==> src/rtl/core/hls_color_shade_assert.svh <==
// Assertion macros shared by the shading pipeline.
// All of them sample on the rising edge of clock and are disabled while reset is high.
`ifndef HLS_COLOR_SHADE_ASSERT_SVH
`define HLS_COLOR_SHADE_ASSERT_SVH

// Condition in the same cycle.
`define HCS_ASSERT_SAME(lbl, ante, cons) \
   lbl: assert property (@(posedge clock) disable iff (reset) (ante) |-> (cons)) \
      else $error("hcs check failed");

// Condition in the next cycle.
`define HCS_ASSERT_NEXT(lbl, ante, cons) \
   lbl: assert property (@(posedge clock) disable iff (reset) (ante) |=> (cons)) \
      else $error("hcs check failed");

`endif

==> src/rtl/core/hcs_pkg.sv <==
package hcs_pkg;

   // fixed point format
   localparam int FRAC_BITS = 16;
   localparam int FX_W      = FRAC_BITS + 1;           // 0 .. 1.0
   localparam logic [FX_W-1:0] FX_ONE  = FX_W'(1) << FRAC_BITS;
   localparam logic [FX_W-1:0] FX_HALF = FX_W'(1) << (FRAC_BITS - 1);

   // divider geometry: quotient 0 .. 1.0, two steps per stage
   localparam int QUO_W      = FX_W;
   localparam int DEN_W      = FX_W + 1;
   localparam int REM_W      = DEN_W + 1;
   localparam int DIV_STEPS  = FRAC_BITS + 1;
   localparam int DIV_PER_ST = 2;
   localparam int DIV_STAGES = (DIV_STEPS + DIV_PER_ST - 1) / DIV_PER_ST;

   // register map
   localparam logic REG_SHADE = 1'b0;
   localparam logic [17:0] SHADE_RESET = 18'd65536;

   // channel c to fraction (c << 16) / 255 = 257c + (c == 255)
   function automatic logic [FX_W-1:0] expand(input logic [7:0] c);
      return FX_W'({c, c}) + FX_W'(c == 8'hFF);
   endfunction

   // fraction to channel: (v * 255) >> 16, clamped
   function automatic logic [7:0] to_channel(input logic [FX_W:0] v);
      logic [FX_W+8:0] p;
      logic [9:0]      r;
      p = ({(FX_W+9)'(v)} << 8) - (FX_W+9)'(v);
      r = 10'(p >> FRAC_BITS);
      return (r > 10'd255) ? 8'hFF : r[7:0];
   endfunction

endpackage

==> src/rtl/core/hcs_div.sv <==
// Pipelined restoring divider: quo = (num << 16) / den for num <= den.
// Two quotient bits per stage; each stage advances on its own enable.
module hcs_div (
   input  logic                               clock,
   input  logic [hcs_pkg::DIV_STAGES-1:0]     stage_en,
   input  logic [hcs_pkg::QUO_W-1:0]          num,
   input  logic [hcs_pkg::DEN_W-1:0]          den,
   output logic [hcs_pkg::QUO_W-1:0]          quo
);

   logic [hcs_pkg::REM_W-1:0] rem_ff [hcs_pkg::DIV_STAGES];
   logic [hcs_pkg::REM_W-1:0] rem_in [hcs_pkg::DIV_STAGES];
   logic [hcs_pkg::DEN_W-1:0] den_ff [hcs_pkg::DIV_STAGES];
   logic [hcs_pkg::DEN_W-1:0] den_src [hcs_pkg::DIV_STAGES];
   logic [hcs_pkg::REM_W-1:0] rem_src [hcs_pkg::DIV_STAGES];
   logic [hcs_pkg::QUO_W-1:0] quo_ff [hcs_pkg::DIV_STAGES];
   logic [hcs_pkg::QUO_W-1:0] quo_in [hcs_pkg::DIV_STAGES];
   logic [hcs_pkg::QUO_W-1:0] quo_src [hcs_pkg::DIV_STAGES];

   // stage inputs: first stage from the ports, others from the previous stage
   always_comb begin
      for (int j = 0; j < hcs_pkg::DIV_STAGES; j++) begin
         if (j == 0) begin
            rem_src[j] = hcs_pkg::REM_W'(num);
            den_src[j] = den;
            quo_src[j] = '0;
         end else begin
            rem_src[j] = rem_ff[j-1];
            den_src[j] = den_ff[j-1];
            quo_src[j] = quo_ff[j-1];
         end
      end
   end

   // compare / subtract steps; the first step takes the integer bit unshifted
   always_comb begin
      logic [hcs_pkg::REM_W-1:0] r;
      logic [hcs_pkg::QUO_W-1:0] q;
      for (int j = 0; j < hcs_pkg::DIV_STAGES; j++) begin
         r = rem_src[j];
         q = quo_src[j];
         for (int k = 0; k < hcs_pkg::DIV_PER_ST; k++) begin
            if (j * hcs_pkg::DIV_PER_ST + k < hcs_pkg::DIV_STEPS) begin
               if (j * hcs_pkg::DIV_PER_ST + k != 0) r = r << 1;
               if (r >= hcs_pkg::REM_W'(den_src[j])) begin
                  r = r - hcs_pkg::REM_W'(den_src[j]);
                  q = {q[hcs_pkg::QUO_W-2:0], 1'b1};
               end else begin
                  q = {q[hcs_pkg::QUO_W-2:0], 1'b0};
               end
            end
         end
         rem_in[j] = r;
         quo_in[j] = q;
      end
   end

   always_ff @(posedge clock) begin
      for (int j = 0; j < hcs_pkg::DIV_STAGES; j++) begin
         if (stage_en[j]) begin
            rem_ff[j] <= rem_in[j];
            den_ff[j] <= den_src[j];
            quo_ff[j] <= quo_in[j];
         end
      end
   end

   assign quo = quo_ff[hcs_pkg::DIV_STAGES-1];

endmodule

==> config.mk <==
export PLATFORM = sky130hd
export DESIGN_NAME = hcs_div
export DESIGN_NICKNAME = d
export VERILOG_FILES = /design/src/rtl/core/hls_color_shade_assert.svh /design/src/rtl/core/hcs_pkg.sv /design/src/rtl/core/hcs_div.sv
export SDC_FILE = /design/constraint.sdc
export NUM_CORES = 1
export LEC_CHECK = 0
export ABC_AREA = 0
export BUFFER_PORTS_ARGS = -buffer_cell sky130_fd_sc_hd__buf_2
export CELL_PAD_IN_SITES_DETAIL_PLACEMENT = 1
export CELL_PAD_IN_SITES_GLOBAL_PLACEMENT = 2
export CORE_UTILIZATION = 39
export DETAILED_ROUTE_END_ITERATION = 10
export PLACE_DENSITY = 0.9
export SYNTH_ARGS = -nofsm -noshare
export SYNTH_HDL_FRONTEND = slang
export SYNTH_SLANG_ARGS = --single-unit
==> constraint.sdc <==
create_clock -name clock -period 5.41 [get_ports clock]
set_clock_uncertainty 0.1 [all_clocks]
set_input_delay 0.8115 -clock clock [delete_from_list [all_inputs] [get_ports clock]]
set_output_delay 0.8115 -clock clock [all_outputs]
set_load 0.02 [all_outputs]
==> flow_summary.yaml <==
logic_synthesis:
  seq_area_frac_synth_pct: 39.6
  synth_area_per_cell_um2: 10.4
  synth_cells: 2760
  synth_area_leaders: "edfxtp_1, ha_1, mux2_2, xnor2_1, a21oi_1"
  synth_top_cell_by_area: "edfxtp_1"
  synth_top_area_share_pct: 39.6
  yosysUniqueCellTypes: 81
  netlist_area_um2: 28600
  synth_edf_count: 377
  syn-num-nets: 3111
  yosys_register_bits: 377
  synthArstFlopShare_pct: 0
  ys.flop_type: "edfxtp_1"
  ys_warn_count: 0
critical_path:
  path_max_fanout: 8
  critical_path_class: "reg -> reg"
  cp.depth: 22
  required_ps: 5650
  critPathLaunchType: "flip-flop"
  critical-path-top-delay-family: "compound AO/OA/AOI/OAI gates"
  critical_path.max_stage_delay_ps: 440
  cp_cell_sequence: "inv_2, ha_4, nor2b_4, o31a_1, o31a_1, nor4_4, o21ai_2, a311oi_2, o21a_2, inv_4, buf_4, mux2_4, ha_4, and3_1, a21oi_2, a31oi_2, a211o_1, a211o_1, a221oi_4, buf_6, buf_12, mux2_4"
  cpMaxStageDelayCell: "edfxtp_1"
  arrival_ps: 5810
  rr_worst_depth: 22
  endpoint_kind: "flip-flop"
  path_buf_inv: 5
sta:
  finalHoldViolations: 0
  finalCritPeriodShare_pct: 103
  setup_slack_ps: -165
  max_freq_mhz: 179
  layout_min_cycle_time_ps: 5580
  max_slew.worst_pin.slew_ps: 1030
  max_slew_margin_pct: 31.6
  setup_viol: 17
  drv_slew: 0
  rsz0062_at_grt: "yes"
floorplanning:
  die_h_um: 273
  io-pin-count: 62
  die-area_um2: 74400
  die_width_um: 273
  initial_core_util_pct: 39.7
  rows: 98
  core_um2: 72000
drt:
  drtPass1Iterations: 5
  vias: 23745
  detail_route.wl_per_cell_um: 22.0
  via_per_inst: 5.65
  wl_mm: 92.3
  drc: 0
  drt_iter0_drc: 1272
  postRouteAntennaNets: 0
job:
  cap_violations: 0
worst_hold_path:
  min_path_cells: 1
  worst_hold_path_type: "in -> reg"
clock_network:
  insertion_delay_ps: 600
  clockBufferDepth: 3
  clk_root_buffer_cell: "clkbuf_16"
  cts_num_sinks: 377
  cts_tree: "built"
  ctsHtreeMaxLevel: 2
  numCtsBuffers: 45
  clkTransAtPathRegs_ps: 60
grt:
  grt_pass1_wl_mm: 142
  use_met3_pct: 2.27
  grt.busiest_layer: "met2"
  grt_pass1_vias: 25785
  use_met2_pct: 44.3
  antenna_found_initial: 0
  grtUsageTotal_pct: 23.9
  grt_max_degree: 53
  overflow: 0
  met1_usage_pct: 28.4
layout:
  final_core_util_pct: 49.1
  final_cell_area_um2: 35400
  num-nets-final: 3567
  diodes: 0
  area_growth_pct: 23.6
  drive_above_1_share_pct: 26.8
run_status:
  status: "finished with violations"
  violations: "setup timing"
placement:
  place_area_um2: 32600
  gp_congestion: 0.931
  port_buffers: 61
  dp_hpwl_mm: 70.8
final cells by class:
cell class              instances  area, um^2
inverters                     241         907
multi-input cells            2085       16900
clock buffers                  54        1180
flip-flops and latches        377       11300
fillers                      7906       36600
repair buffers                466        3600
well taps                     950        1190
clock inverters                28         299
registers in the layout (all words and copies together), names as in the netlist:
| signal | cells |
|---|---|
| den_ff | 144 |
| rem_ff | 144 |
| quo_ff | 89 |
stage by stage:
step	TNS, ps	worst slack (ps)	hold slack, ps	instances
floorplan	-428	-70.6	300	2760
global placement	-4300	-219	303	4066
detailed placement	-13040	-359	305	4066
CTS	-1350	-103	272	4164
global route	-11260	-400	284	4201
finish	-2150	-165	298	4201
final timing paths:
path	start	to	slack, ps
setup / recovery	den_ff[0][19]	rem_ff[0][48]	-170
hold / removal	den[8]	den_ff[0][8]	300
setup reg to reg	den_ff[0][19]	rem_ff[0][48]	-170
hold reg to reg	quo_ff[0][105]	quo_ff[0][124]	320
layer usage:
metal  share of wire [%]  routed length [um]
met1                  41               38200
met5                   0                   0
met2                  52               47700
met3                 3.3                3010
met4                 3.7                3420
cell usage in the layout (no fill, tap or decap), types with 37 or more instances in the layout:
cell type and count:
xnor2_1 147, buf_4 382, inv_1 231, o21a_1 43, a21oi_1 174, nor2b_1 45
nand2_1 155, a21o_1 78, mux2_2 163, ha_1 274, clkbuf_16 50, nor3_1 47
buf_2 61, edfxtp_1 377, xor2_1 70, o21ai_0 104, nand4_1 37, nand3_1 49
nor2_1 171
repair_timing:
action	CTS	global route
gates cloned	2	5
setup buffers	14	33
endpoints found under the setup margin	85	127
gates resized for setup	43	113
hold buffers	0	0
pin swaps	2	45
worst register-to-register path: cells and delay by family, from the launching register on:
family                     cells  cell delay (ps)
AOI/OAI and AO/OA             10             2440
and+or+nand+nor                3              550
muxes                          2              650
DFF                            1              440
adders and majority gates      2              450
buffers and inverters          5              710
Yosys cell counts (all sizes together), types with 6 or more instances:
cell type    n
o221ai      11
a21boi       7
o31ai       13
a211o       16
nand2      155
nor3b        6
a221oi       6
fa           9
nor2b       49
nand3b       7
mux2i       18
a21o        78
o21bai      33
o31a        12
o21a        44
edfxtp     377
a21oi      190
nand3       50
a31oi       34
o21ai      128
nor4        13
and4         7
xnor2      147
inv        241
o41ai        7
clkbuf      23
a311oi      13
and3        19
a211oi      24
a31o         9
ha         297
mux2       195
o211ai      20
xor2        70
and2        19
or3         22
nand2b      18
nand4       37
buf         34
or2         12
nor3        51
a311o        7
nor2       176
cells by family after synthesis:
family | Yosys count | synth area share [%]
AOI/OAI and AO/OA | 693 | 16.1
and+or+nand+nor | 656 | 11.3
DFF | 377 | 39.6
adders and majority gates | 306 | 13.6
buffers and inverters | 298 | 4.23
xor gates and xnor gates | 217 | 6.65
muxes | 213 | 8.50
Power is left out: the tool's default activity adds up to more than one toggle a clock period on the data nets, which glitch-free logic cannot reach.
